File: src/sv/tvm_pkg.sv
// Shared constants, types and the sine quarter-wave table of the three-voice tone mixer.
`default_nettype none

package tvm_pkg;

	localparam int PHASE_BITS      = 32;
	localparam int TABLE_ADDR_BITS = 10;
	localparam int SAMPLE_BITS     = 16;

	localparam int VOICES  = 3;
	localparam int VOICE_W = 2;
	localparam int STEP_W  = 31;
	localparam int GAIN_W  = 15;
	localparam int CFG_W   = 31;
	localparam int CFG_IDX_W = 2;

	// Sine table geometry and sample arithmetic.
	localparam int QUARTER_W   = TABLE_ADDR_BITS - 2;
	localparam int QUARTER_LEN = 1 << QUARTER_W;
	localparam int MAG_W       = 15;
	localparam int ENTRY_W     = MAG_W + 1;
	localparam int PROD_W      = ENTRY_W + GAIN_W + 1;
	localparam int ACC_W       = PROD_W + 2;
	localparam int ROUND_SHIFT = 31 - SAMPLE_BITS;
	localparam longint unsigned HALF_PI_Q30 = 64'd1686629713;
	localparam longint unsigned SINE_PEAK   = 64'd32767;

	// Result queue at the output.
	localparam int OUT_DEPTH = 4;
	localparam int OUT_PTR_W = $clog2(OUT_DEPTH);

	localparam logic [VOICE_W-1:0] VOICE_ONE   = 2'd0;
	localparam logic [VOICE_W-1:0] VOICE_TWO   = 2'd1;
	localparam logic [VOICE_W-1:0] VOICE_THREE = 2'd2;

	typedef enum logic [CFG_IDX_W-1:0] {
		REG_VOICE1_STEP = 2'd0,
		REG_VOICE2_STEP = 2'd1,
		REG_VOICE3_STEP = 2'd2,
		REG_VOICE_GAIN  = 2'd3
	} cfg_reg_t;

	localparam logic [STEP_W-1:0] VOICE1_STEP_RESET = 31'd50964998;
	localparam logic [STEP_W-1:0] VOICE2_STEP_RESET = 31'd60606761;
	localparam logic [STEP_W-1:0] VOICE3_STEP_RESET = 31'd76354974;
	localparam logic [GAIN_W-1:0] VOICE_GAIN_RESET  = 15'd9830;

	// Control that travels with one voice through the pipeline.
	typedef struct packed {
		logic               valid;
		logic [VOICE_W-1:0] idx;
		logic               gate;
		logic               first;
		logic               last;
	} voice_ctl_t;

	typedef logic [MAG_W-1:0] quarter_rom_t [QUARTER_LEN];

	// Taylor series of sine up to the eleventh power in Q30, scaled to Q1.15.
	function automatic logic [MAG_W-1:0] quarter_value(input int unsigned r);
		logic [63:0] x;
		logic [63:0] x2;
		logic [63:0] t;
		logic [63:0] s;
		logic [63:0] v;
		x  = (64'(r) * HALF_PI_Q30) >> QUARTER_W;
		x2 = (x * x) >> 30;
		t  = ((x * x2) >> 30) / 64'd6;
		s  = x - t;
		t  = ((t * x2) >> 30) / 64'd20;
		s  = s + t;
		t  = ((t * x2) >> 30) / 64'd42;
		s  = s - t;
		t  = ((t * x2) >> 30) / 64'd72;
		s  = s + t;
		t  = ((t * x2) >> 30) / 64'd110;
		s  = s - t;
		v  = (s * SINE_PEAK + (64'd1 << 29)) >> 30;
		if (v > SINE_PEAK) begin
			v = SINE_PEAK;
		end
		return v[MAG_W-1:0];
	endfunction

	function automatic quarter_rom_t build_quarter_rom();
		quarter_rom_t rom;
		for (int i = 0; i < QUARTER_LEN; i++) begin
			rom[i] = quarter_value(i);
		end
		return rom;
	endfunction

	localparam quarter_rom_t     QUARTER_ROM = build_quarter_rom();
	localparam logic [MAG_W-1:0] QUARTER_TOP = quarter_value(QUARTER_LEN);

endpackage

`default_nettype wire

File: src/sv/tvm_ram.sv
// Generic single-port-write, single-port-read RAM with registered read data.
`default_nettype none

module tvm_ram #(
	parameter int WIDTH = 32,
	parameter int DEPTH = 4
) (
	input  wire logic                     clk,
	input  wire logic                     we,
	input  wire logic [$clog2(DEPTH)-1:0] waddr,
	input  wire logic [WIDTH-1:0]         wdata,
	input  wire logic [$clog2(DEPTH)-1:0] raddr,
	output logic      [WIDTH-1:0]         rdata
);

	logic [WIDTH-1:0] mem_q [DEPTH];

	always_ff @(posedge clk) begin
		if (we) begin
			mem_q[waddr] <= wdata;
		end
		rdata <= mem_q[raddr];
	end

endmodule

`default_nettype wire

File: src/sv/tvm_sine.sv
// Sine table lookup by quarter-wave symmetry with a registered signed Q1.15 result.
`default_nettype none

module tvm_sine (
	input  wire logic                                clk,
	input  wire logic [tvm_pkg::TABLE_ADDR_BITS-1:0] addr,
	output logic signed [tvm_pkg::ENTRY_W-1:0]       entry
);

	logic [1:0]                      quad;
	logic [tvm_pkg::QUARTER_W-1:0]   r;
	logic [tvm_pkg::QUARTER_W:0]     r_fold;
	logic [tvm_pkg::MAG_W-1:0]       mag;
	logic signed [tvm_pkg::ENTRY_W-1:0] mag_s;

	assign quad = addr[tvm_pkg::TABLE_ADDR_BITS-1 -: 2];
	assign r    = addr[tvm_pkg::QUARTER_W-1:0];

	// Odd quadrants run the quarter wave backwards; only the very top index reaches the peak.
	assign r_fold = quad[0] ? ((tvm_pkg::QUARTER_W+1)'(tvm_pkg::QUARTER_LEN) - {1'b0, r})
	                        : {1'b0, r};
	assign mag    = r_fold[tvm_pkg::QUARTER_W] ? tvm_pkg::QUARTER_TOP
	                                           : tvm_pkg::QUARTER_ROM[r_fold[tvm_pkg::QUARTER_W-1:0]];
	assign mag_s  = $signed({1'b0, mag});

	always_ff @(posedge clk) begin
		entry <= quad[1] ? -mag_s : mag_s;
	end

endmodule

`default_nettype wire

File: src/sv/three_voice_tone_mixer.sv
// Top level of the three-voice sine tone mixer.
// Each request is one sample tick carrying three gate bits and yields one saturated 16-bit
// sample. The three phase accumulators live in a small phase memory; one voice per cycle is
// read, advanced by its tuning word and written back, then looked up in the shared sine
// table and scaled by the shared gain multiplier. A tick holds the voice sequencer while
// its three voices issue; a new request can be taken as the third issues. Its sample then
// passes the phase, address, sine, product and sum registers to an output queue of four;
// requests also stall when it, counting samples in flight, is full. Phase entries read
// as zero until first written after reset, so no clearing pass is needed. Configuration
// writes take effect immediately and should be made only while the block is idle.
`default_nettype none

module three_voice_tone_mixer (
	input  wire logic                               clk,
	input  wire logic                               arst_n,
	input  wire logic                               wr_en,
	input  wire logic [tvm_pkg::CFG_IDX_W-1:0]      wr_index,
	input  wire logic [tvm_pkg::CFG_W-1:0]          wr_data,
	input  wire logic                               in_valid,
	output logic                                    in_ready,
	input  wire logic                               gate_one,
	input  wire logic                               gate_two,
	input  wire logic                               gate_three,
	output logic                                    out_valid,
	input  wire logic                               out_ready,
	output logic signed [tvm_pkg::SAMPLE_BITS-1:0]  mixed_sample
);

	// Configuration registers.
	logic [tvm_pkg::STEP_W-1:0] voice1_step_q;
	logic [tvm_pkg::STEP_W-1:0] voice2_step_q;
	logic [tvm_pkg::STEP_W-1:0] voice3_step_q;
	logic [tvm_pkg::GAIN_W-1:0] voice_gain_q;

	always_ff @(posedge clk or negedge arst_n) begin
		if (!arst_n) begin
			voice1_step_q <= tvm_pkg::VOICE1_STEP_RESET;
			voice2_step_q <= tvm_pkg::VOICE2_STEP_RESET;
			voice3_step_q <= tvm_pkg::VOICE3_STEP_RESET;
			voice_gain_q  <= tvm_pkg::VOICE_GAIN_RESET;
		end else if (wr_en) begin
			case (tvm_pkg::cfg_reg_t'(wr_index))
				tvm_pkg::REG_VOICE1_STEP: voice1_step_q <= wr_data[tvm_pkg::STEP_W-1:0];
				tvm_pkg::REG_VOICE2_STEP: voice2_step_q <= wr_data[tvm_pkg::STEP_W-1:0];
				tvm_pkg::REG_VOICE3_STEP: voice3_step_q <= wr_data[tvm_pkg::STEP_W-1:0];
				tvm_pkg::REG_VOICE_GAIN:  voice_gain_q  <= wr_data[tvm_pkg::GAIN_W-1:0];
				default: ;
			endcase
		end
	end

	// Voice sequencer: issues voices one, two, three of the held tick on consecutive cycles.
	logic                         busy_q;
	logic [tvm_pkg::VOICE_W-1:0]  voice_q;
	logic [2:0]                   gates_q;
	logic [tvm_pkg::OUT_PTR_W:0]  credit_q;
	logic                         in_fire;
	logic                         out_fire;
	logic                         last_issue;
	tvm_pkg::voice_ctl_t          ctl_s0;

	assign last_issue = busy_q && (voice_q == tvm_pkg::VOICE_THREE);
	assign in_ready   = (!busy_q || last_issue)
	                    && (credit_q < (tvm_pkg::OUT_PTR_W+1)'(tvm_pkg::OUT_DEPTH));
	assign in_fire    = in_valid && in_ready;
	assign out_fire   = out_valid && out_ready;

	always_ff @(posedge clk or negedge arst_n) begin
		if (!arst_n) begin
			busy_q   <= 1'b0;
			voice_q  <= tvm_pkg::VOICE_ONE;
			credit_q <= '0;
		end else begin
			if (in_fire) begin
				busy_q  <= 1'b1;
				voice_q <= tvm_pkg::VOICE_ONE;
			end else if (last_issue) begin
				busy_q <= 1'b0;
			end else if (busy_q) begin
				voice_q <= voice_q + 1'b1;
			end
			case ({in_fire, out_fire})
				2'b10:   credit_q <= credit_q + 1'b1;
				2'b01:   credit_q <= credit_q - 1'b1;
				default: ;
			endcase
		end
	end

	always_ff @(posedge clk) begin
		if (in_fire) begin
			gates_q <= {gate_three, gate_two, gate_one};
		end
	end

	always_comb begin
		ctl_s0.valid = busy_q;
		ctl_s0.idx   = voice_q;
		ctl_s0.first = (voice_q == tvm_pkg::VOICE_ONE);
		ctl_s0.last  = (voice_q == tvm_pkg::VOICE_THREE);
		case (voice_q)
			tvm_pkg::VOICE_ONE:   ctl_s0.gate = gates_q[0];
			tvm_pkg::VOICE_TWO:   ctl_s0.gate = gates_q[1];
			tvm_pkg::VOICE_THREE: ctl_s0.gate = gates_q[2];
			default:              ctl_s0.gate = 1'b0;
		endcase
	end

	// Phase memory. An entry is written the cycle after its read, before the same voice is
	// read again, so no forwarding is needed.
	logic [tvm_pkg::PHASE_BITS-1:0]   phase_rd;
	logic [tvm_pkg::PHASE_BITS-1:0]   phase_old;
	logic [tvm_pkg::PHASE_BITS-1:0]   phase_new;
	logic [tvm_pkg::STEP_W-1:0]       step_sel;
	logic [tvm_pkg::VOICES-1:0]       phase_ok_q;
	tvm_pkg::voice_ctl_t              ctl_s1;

	tvm_ram #(
		.WIDTH(tvm_pkg::PHASE_BITS),
		.DEPTH(tvm_pkg::VOICES)
	) u_phase_ram (
		.clk  (clk),
		.we   (ctl_s1.valid),
		.waddr(ctl_s1.idx),
		.wdata(phase_new),
		.raddr(voice_q),
		.rdata(phase_rd)
	);

	always_ff @(posedge clk or negedge arst_n) begin
		if (!arst_n) begin
			ctl_s1     <= '0;
			phase_ok_q <= '0;
		end else begin
			ctl_s1 <= ctl_s0;
			if (ctl_s1.valid) begin
				phase_ok_q[ctl_s1.idx] <= 1'b1;
			end
		end
	end

	always_comb begin
		case (ctl_s1.idx)
			tvm_pkg::VOICE_ONE:   step_sel = voice1_step_q;
			tvm_pkg::VOICE_TWO:   step_sel = voice2_step_q;
			tvm_pkg::VOICE_THREE: step_sel = voice3_step_q;
			default:              step_sel = '0;
		endcase
	end

	assign phase_old = phase_ok_q[ctl_s1.idx] ? phase_rd : '0;
	assign phase_new = phase_old + tvm_pkg::PHASE_BITS'(step_sel);

	// Table address, then the sine lookup whose result arrives with stage 3.
	logic [tvm_pkg::TABLE_ADDR_BITS-1:0] taddr_s2;
	logic signed [tvm_pkg::ENTRY_W-1:0]  entry_s3;
	tvm_pkg::voice_ctl_t                 ctl_s2;
	tvm_pkg::voice_ctl_t                 ctl_s3;

	always_ff @(posedge clk) begin
		taddr_s2 <= phase_new[tvm_pkg::PHASE_BITS-1 -: tvm_pkg::TABLE_ADDR_BITS];
	end

	tvm_sine u_sine (
		.clk  (clk),
		.addr (taddr_s2),
		.entry(entry_s3)
	);

	// Gain multiply, then accumulation over the three voices of a tick.
	logic signed [tvm_pkg::PROD_W-1:0] prod_s4;
	logic signed [tvm_pkg::ACC_W-1:0]  term;
	logic signed [tvm_pkg::ACC_W-1:0]  acc_next;
	logic signed [tvm_pkg::ACC_W-1:0]  acc_q;
	logic signed [tvm_pkg::ACC_W-1:0]  total_s5;
	logic                              total_v_s5;
	tvm_pkg::voice_ctl_t               ctl_s4;

	always_ff @(posedge clk) begin
		prod_s4 <= tvm_pkg::PROD_W'(entry_s3 * $signed({1'b0, voice_gain_q}));
	end

	assign term     = ctl_s4.gate ? tvm_pkg::ACC_W'(prod_s4) : '0;
	assign acc_next = (ctl_s4.first ? '0 : acc_q) + term;

	always_ff @(posedge clk) begin
		if (ctl_s4.valid) begin
			acc_q <= acc_next;
		end
		if (ctl_s4.valid && ctl_s4.last) begin
			total_s5 <= acc_next;
		end
	end

	always_ff @(posedge clk or negedge arst_n) begin
		if (!arst_n) begin
			ctl_s2     <= '0;
			ctl_s3     <= '0;
			ctl_s4     <= '0;
			total_v_s5 <= 1'b0;
		end else begin
			ctl_s2     <= ctl_s1;
			ctl_s3     <= ctl_s2;
			ctl_s4     <= ctl_s3;
			total_v_s5 <= ctl_s4.valid && ctl_s4.last;
		end
	end

	// Round to the sample width and saturate.
	localparam logic signed [tvm_pkg::ACC_W-1:0] SAMPLE_HI =
		tvm_pkg::ACC_W'((64'sd1 <<< (tvm_pkg::SAMPLE_BITS - 1)) - 64'sd1);
	localparam logic signed [tvm_pkg::ACC_W-1:0] SAMPLE_LO =
		tvm_pkg::ACC_W'(-(64'sd1 <<< (tvm_pkg::SAMPLE_BITS - 1)));
	localparam logic signed [tvm_pkg::ACC_W-1:0] ROUND_BIAS =
		tvm_pkg::ACC_W'(64'sd1 <<< (tvm_pkg::ROUND_SHIFT - 1));

	logic signed [tvm_pkg::ACC_W-1:0]       rounded;
	logic signed [tvm_pkg::SAMPLE_BITS-1:0] sample;

	assign rounded = (total_s5 + ROUND_BIAS) >>> tvm_pkg::ROUND_SHIFT;

	always_comb begin
		if (rounded > SAMPLE_HI) begin
			sample = SAMPLE_HI[tvm_pkg::SAMPLE_BITS-1:0];
		end else if (rounded < SAMPLE_LO) begin
			sample = SAMPLE_LO[tvm_pkg::SAMPLE_BITS-1:0];
		end else begin
			sample = rounded[tvm_pkg::SAMPLE_BITS-1:0];
		end
	end

	// Output queue; the request credit guarantees it never overflows.
	logic signed [tvm_pkg::SAMPLE_BITS-1:0] queue_q [tvm_pkg::OUT_DEPTH];
	logic [tvm_pkg::OUT_PTR_W-1:0]          wr_ptr_q;
	logic [tvm_pkg::OUT_PTR_W-1:0]          rd_ptr_q;
	logic [tvm_pkg::OUT_PTR_W:0]            fill_q;

	always_ff @(posedge clk) begin
		if (total_v_s5) begin
			queue_q[wr_ptr_q] <= sample;
		end
	end

	always_ff @(posedge clk or negedge arst_n) begin
		if (!arst_n) begin
			wr_ptr_q <= '0;
			rd_ptr_q <= '0;
			fill_q   <= '0;
		end else begin
			if (total_v_s5) begin
				wr_ptr_q <= wr_ptr_q + 1'b1;
			end
			if (out_fire) begin
				rd_ptr_q <= rd_ptr_q + 1'b1;
			end
			case ({total_v_s5, out_fire})
				2'b10:   fill_q <= fill_q + 1'b1;
				2'b01:   fill_q <= fill_q - 1'b1;
				default: ;
			endcase
		end
	end

	assign out_valid    = (fill_q != '0);
	assign mixed_sample = queue_q[rd_ptr_q];

endmodule

`default_nettype wire

File: config.mk
export PLATFORM = sky130hd
export DESIGN_NAME = three_voice_tone_mixer
export DESIGN_NICKNAME = d
export VERILOG_FILES = /design/src/sv/tvm_pkg.sv /design/src/sv/tvm_ram.sv /design/src/sv/tvm_sine.sv /design/src/sv/three_voice_tone_mixer.sv
export SDC_FILE = /design/constraint.sdc
export NUM_CORES = 2
export LEC_CHECK = 0
export BUFFER_PORTS_ARGS = -buffer_cell sky130_fd_sc_hd__buf_4
export CORE_MARGIN = 10
export CORE_UTILIZATION = 35
export DETAILED_ROUTE_END_ITERATION = 7
export MAX_ROUTING_LAYER = met4
export SLEW_MARGIN = 20
export SYNTH_ARGS = -nofsm -noshare
export SYNTH_HDL_FRONTEND = slang
export SYNTH_SLANG_ARGS = --single-unit
export TNS_END_PERCENT = 30
File: constraint.sdc
create_clock -name clk -period 17.7 [get_ports clk]
set_input_delay 1.77 -clock clk [delete_from_list [all_inputs] [get_ports clk]]
set_output_delay 1.77 -clock clk [all_outputs]
set_load 0.02 [all_outputs]
Word level (Yosys, flattened, before mapping)
Memories as Yosys holds them, arrays and structs flattened. A register that Yosys moved wholly into a read port is not among the register bits.
Index checks and enable logic that the tools add are counted.
- register bits: 272
- memory bits (writable): 160
- ROM bits: 3840
- output and inout port bits: 18
- word-level logic and storage cells: 120
- memories kept: 3
- memories (name ; depth ; bits a word ; read ports ; clocked after memory_dff ; write ports ; line ; source):
    (name not given) ; 256 ; 15 ; 1 ; 0 ; 0 ; tvm_sine.sv:23 ; : tvm_pkg::QUARTER_ROM[r_fold[tvm_pkg::QUARTER_W-1:0]];
    u_phase_ram.mem_q ; 3 ; 32 ; 1 ; 1 ; 1 ; tvm_ram.sv:16 ; logic [WIDTH-1:0] mem_q [DEPTH];
    queue_q ; 4 ; 16 ; 1 ; 0 ; 1 ; three_voice_tone_mixer.sv:233 ; logic signed [tvm_pkg::SAMPLE_BITS-1:0] queue_q [tvm_pkg::OUT_DEPTH];
- add/sub/neg operators: 12
- $mul: 1
- order comparisons: 6
- eq/ne operators: 12
- mux-type cells: 27
- bitwise operators: 2
- reduce and logical (&&, ||, !) cells: 21
- operator list (operator ; number):
    31-bit one-hot mux with 3 select lines ; 1
    34-bit 2-to-1 mux ; 2
    15-bit 2-to-1 mux ; 4
    34-bit by 16-bit adder with 34-bit output, second input constant ; 1
    34-bit adder ; 1
    32-bit by 31-bit adder with 32-bit output ; 1
    16-bit by 16-bit multiplier with 32-bit output ; 1
    16-bit 2-to-1 mux ; 2
    32-bit 2-to-1 mux ; 1
    19-bit by 16-bit > comparator with 1-bit output, second input constant ; 1
    19-bit by 16-bit less-than comparator with 1-bit output, second input constant ; 1
    15-bit negation with 16-bit output ; 1
    2-bit equality test, second input constant ; 6
    3-bit one-hot mux with 2 select lines ; 2
    2-bit by 1-bit equality test with 1-bit output, second input constant ; 5
    2-bit AND reduction ; 5
    9-bit greater-or-equal comparator, second input constant ; 1
    9-bit 2-to-1 mux ; 1
    8-bit NOT with 9-bit output ; 1
    9-bit by 8-bit subtractor with 9-bit output, first input constant ; 1
    1-bit 2-to-1 mux ; 8
    2-bit nonzero test ; 4
    2-bit by 1-bit adder with 2-bit output, second input constant ; 3
    3-bit by 1-bit adder with 3-bit output, second input constant ; 2
    other kinds (15) ; 25

Logic depth before layout (Yosys ltp)
- word-level depth: 9
- mapped depth: 26
- mapped depth without buffers: 25

Cells and area by module
From an unflattened synthesis, not the netlist that was laid out.
- cell total of the unflattened synthesis: 3480
- area total of the unflattened synthesis: 35024.8 um2
- by module, submodules not included (module ; instances ; cells an instance ; area an instance (um2) ; sequential area each (um2)):
    three_voice_tone_mixer ; 1 ; 2245 ; 24220.7 ; 8106.5
    tvm_sine ; 1 ; 997 ; 6541.3 ; 320.3
    tvm_ram ; 1 ; 238 ; 4262.8 ; 3523.4

Worst setup path before layout
No wires, ideal clock.
- path kind: reg2reg
- from: register voice_gain_q[9] in the netlist's numbering
- to: register prod_s4[31] in the netlist's numbering
- arrival time: 6761 ps
- data required time: 17580 ps
- slack: 10819 ps
- cell stages (with the launch flop): 24
- clock period less this slack: 6881 ps
- cells stage by stage: dfstp_2 > clkbuf_1 > clkbuf_1 > nand2_1 > fa_1 > fa_1 > inv_1 > fa_1 > fa_1 > fa_1 > inv_1 > fa_1 > inv_1 > ha_1 > a21o_1 > a21o_1 > a21o_1 > or4b_2 > nand2_1 > o21ai_0 > o41a_1 > a311o_1 > a21oi_1 > xnor2_1
- word-level cells in the longest chain between the ends: 1
- RTL lines (item ; line ; source):
    from (decl) ; three_voice_tone_mixer.sv:33 ; logic [tvm_pkg::GAIN_W-1:0] voice_gain_q;
    from (signal assigned) ; three_voice_tone_mixer.sv:40 ; voice_gain_q <= tvm_pkg::VOICE_GAIN_RESET;
    from (signal assigned) ; three_voice_tone_mixer.sv:46 ; tvm_pkg::REG_VOICE_GAIN: voice_gain_q <= wr_data[tvm_pkg::GAIN_W-1:0];
    16-bit by 16-bit multiplier with 32-bit output ; three_voice_tone_mixer.sv:180 ; prod_s4 <= tvm_pkg::PROD_W'(entry_s3 * $signed({1'b0, voice_gain_q}));
    to (signal assigned) ; three_voice_tone_mixer.sv:180 ;
    to (decl) ; three_voice_tone_mixer.sv:171 ; logic signed [tvm_pkg::PROD_W-1:0] prod_s4;
No other way between the ends.
A chain may end at the register's enable or synchronous reset.

Final worst setup path
- from: register voice_gain_q[1] in the netlist's numbering
- to: register prod_s4[31] in the netlist's numbering
The elaborated chain is that of the path after synthesis.

==> results.md <==
STA:
- Setup repair after global routing left no endpoint under its margin.
- The max-slew violation count came to 0.
- The relative max-transition margin is 0.163.
- For the pin with the worst max-slew slack, the measured transition is between 1000 and 1500 ps.
- The share of the clock period used by the worst path after layout is 0.409.
- Between clock sinks in the finished design, the worst skew comes to slightly below 50 ps.
- Setup total negative slack on the finished layout was measured at 0 ps.
- The final-report hold violation count was 0.
- The time the final worst path needs with I/O delays and setup is between 7000 and 8000 ps.
- The timing-limited maximum frequency is about 0.14 GHz.
- The count of endpoints failing setup in the final report is 0.

Global routing:
- The number of antenna violations at the first check in global routing is 7.
- The via count of the first global-routing pass is about 25,000.
- Entering global routing, the biggest net connects 90 pins.
- For met3 alone, demand over resource in global routing was 0.0328.
- After global routing, the most crowded layer is met2.
- The wire length of the first global-routing pass is ~140,000 um.
- The met2 global-route usage is 0.243.
- The fraction of met1 tracks used by global routing is 0.213.
- The global-route congestion overflow total is 0.
- For this run, the total global-route usage over all layers was measured as 0.161.

Cells and area:
- Compared with the post-synthesis result, the final layout area differs by 8.88%.
- The total number of nets in the final design is roughly 3,900.
- Of the cells placed in the final design, the portion with a size suffix greater than 1 is 0.117.

Critical path:
- In this run the number of cells on the critical path is 21.
- The most critical setup path has its endpoint at prod_s4[31].
- Traced cell by cell, the critical path runs through nand2_1 > fa_1 > inv_1 > fa_1 > fa_1 > fa_1 > fa_1 > inv_1 > fa_1 > inv_1 > ha_1 > and4_1 > and3_1 > o221a_2 > or4b_2 > nand2_1 > o21ai_0 > o41a_1 > a311o_1 > a21oi_1 > xnor2_1.
- The endpoint identified for the worst register-to-register timing path is prod_s4[31].
- The most critical setup path has its startpoint at voice_gain_q[1].
- The top cell family by delay on the critical path is adder cells.
- The number of buffers and inverters on the critical path is 3.
- The worst setup path is of the flop to flop kind.
- For flop-to-flop paths, the worst setup slack is between 10,000 and 15,000 ps.
- The largest individual stage delay along the critical path comes from the cell dfstp_2.
- The most common cell type on the critical path is fa_1.
- STA classifies the critical path startpoint as a flop.
- Of all nets on the critical path, the largest fanout is 17.
- The arrival time of the worst setup path is between 7000 and 8000 ps.
- At the worst endpoint, the required time is roughly 18,000 ps.
- The number of cells on the worst reg-to-reg path is 21.
- The worst setup path is captured at a flop.
- The delay of the slowest cell on the worst path is approximately 720 ps.
- The startpoint identified for the worst register-to-register timing path is voice_gain_q[1].

Clock network:
- The number of buffers inserted by hold repair at cts is 0.
- CTS built an H-tree with a depth of 2.
- The clock insertion delay at the later pin of the skew report is 610 ps.
- The number of post-CTS setup repair buffers is 0.
- Counting along the longest clock path gives a buffer depth of 3.
- TritonCTS created 45 clock buffers.
- The clock tree root driver cell is clkbuf_16.
- The post-cts repair resize count is 0.
- Clock-pin slew was measured on the worst setup and hold paths at around 60 ps.
- TritonCTS built the clock tree.
- The clock sink total is 450.

Die:
- Pin placement for this block handled 59 I/O pins.
- The floorplan has ~120 rows.
- From left edge to right edge, the die measures approximately 340 um.
- The total core area is 98,600 um2.
- From bottom edge to top edge, the die measures 336 um.
- The full die area is between 100,000 and 150,000 um2.
- For this configuration, the core starts out at a cell density of 0.354.

Synth:
- Synthesis instantiated between 100 and 150 different standard cells from the library.
- The fraction of post-synthesis cell area in the top cell type by area is 0.187.
- The async set-reset flop share out of synthesis is 0.318.
- The number of synthesized register bits is 450.
- In the post-synthesis netlist, the biggest area contributors are edfxtp_1 (19%), fa_1 (14%), dfrtp_1 (7.2%).
- A synthesized cell averages about 10 um2.
- Synthesis produced between 3,000 and 4,000 cells.
- The portion of the post-synthesis area used by sequential elements is 0.343.
- Synthesis produced a netlist with a net count of approximately 3,900.
- The area of the mapped netlist is about 35,000 um2.
- The cell with the most instances after synthesis is inv_1.
- The number of warning messages in the yosys log is 0.
- In this run, synthesis inferred approximately 220 flip-flops with an integrated enable.
- The library cell occupying the most area in the post-synthesis netlist is edfxtp_1.
- Counting instances in the post-synthesis netlist gives the leading cell types as inv_1 (369), nand2_1 (297), fa_1 (250).
- Among all flip-flop cells after synthesis, the most frequent one is edfxtp_1.

Placed design:
- The number of buffers inserted by port buffering is 58.
- Summed over all nets, the half-perimeter wirelength after detailed placement is around 64,000 um.
- Routability-driven placement finished with a final weighted congestion of 1.05.

Detailed routing:
- The number of search-and-repair iterations in the first detailed-routing pass is 7.
- The detailed-route vias per instance is ~5.3.
- After detailed routing, the number of remaining DRC violations is 0.
- The average detailed-routed wire length per instance is 18.8 um.
- The routed wire length is roughly 90,000 um.
- The routed layout has 25,421 vias.
- In this run, the number of DRC markers left after iteration 0 of detailed routing was between 2,000 and 2,500.
- The count of antenna-violating nets left after detailed routing is 0.

Hold path:
- The min-delay analysis places its worst path in the category flop to flop.

Run status:
- The flow ran to the end, and the final reports show no timing, DRC or antenna violations.

Flow run:
- The number of maximum-capacitance violations is 0.
## sequential cells by signal, summed over array words and instances (netlist names), 4 cells and up
signal             cells
voice3_step_q         31
voice2_step_q         31
queue_q               64
u_sine.entry          16
ctl_s1                 6
acc_q                 34
voice1_step_q         31
voice_gain_q          15
total_s5              20
taddr_s2              10
ctl_s2                 4
u_phase_ram.mem_q     96
ctl_s3                 4
ctl_s4                 4
u_phase_ram.rdata     32
prod_s4               32
## placed cells by master (no fill, tap or decap), drive strengths merged, types with 67 or more instances in the layout
cell type  instances
fa               250
nor3              67
dfrtp            100
and2             195
ha               178
buf               99
edfxtp           217
a21oi            134
mux2i             75
inv              373
xnor2             92
nand2            298
dfxtp             90
o21ai            188
nor2             150
mux2             115
## metrics by stage
step                setup WS [ps]  hold WS [ps]  cell area (um2)  utilization  instances
floorplan                   10820           331            34800            -       3473
global placement            10500           332            36400        0.369       4661
detailed placement          10440           336            36400        0.369       4661
CTS                         10440           350            37900        0.385       4745
global route                10070           358            37900        0.385       4752
finish                      10450           348            37900        0.385       4753
## final cells by class
class	instances	area, um2
fill	9663	60600
timing repair buffer	99	747
sequential	450	12000
multi-input combinational	2455	20700
antenna	8	20.0
clock buffer	65	1280
inverter	370	1390
tap	1287	1610
clock inverter	19	275
## cell families (layout without fill, tap and decap cells)
group | count (synthesis) | count (layout) | synth area share
other | 0 | 8 | 0
XOR/XNOR | 137 | 137 | 0.0349
flip-flops | 450 | 450 | 0.343
multiplexers | 207 | 207 | 0.0697
adder cells (fa/ha/maj) | 428 | 428 | 0.208
buffers and inverters | 568 | 553 | 0.0655
AND/OR/NAND/NOR | 966 | 966 | 0.140
AO/OA/AOI/OAI | 717 | 717 | 0.140
## metal layers
metal | up-vias | routed length (um)
li1 | 12005 | -
met1 | 12366 | 40500
met2 | 851 | 39400
met3 | 199 | 6420
met4 | 0 | 2900
met5 | - | 0
## worst min-delay path by stage
| stage | start | to | slack, ps | depth (start not counted) |
|---|---|---|---|---|
| after floorplan | ctl_s1[0] | ctl_s2[0] | 330 | 0 |
| after global placement | ctl_s3[2] | ctl_s4[2] | 330 | 0 |
| after detailed placement | ctl_s3[1] | ctl_s4[1] | 340 | 0 |
| after CTS | ctl_s3[1] | ctl_s4[1] | 350 | 0 |
| after global routing | ctl_s2[5] | ctl_s3[5] | 360 | 0 |
| final | ctl_s3[1] | ctl_s4[1] | 350 | 0 |
Power is left out: the tool's default activity adds up to more than one toggle a clock period on the data nets, which glitch-free logic cannot reach.
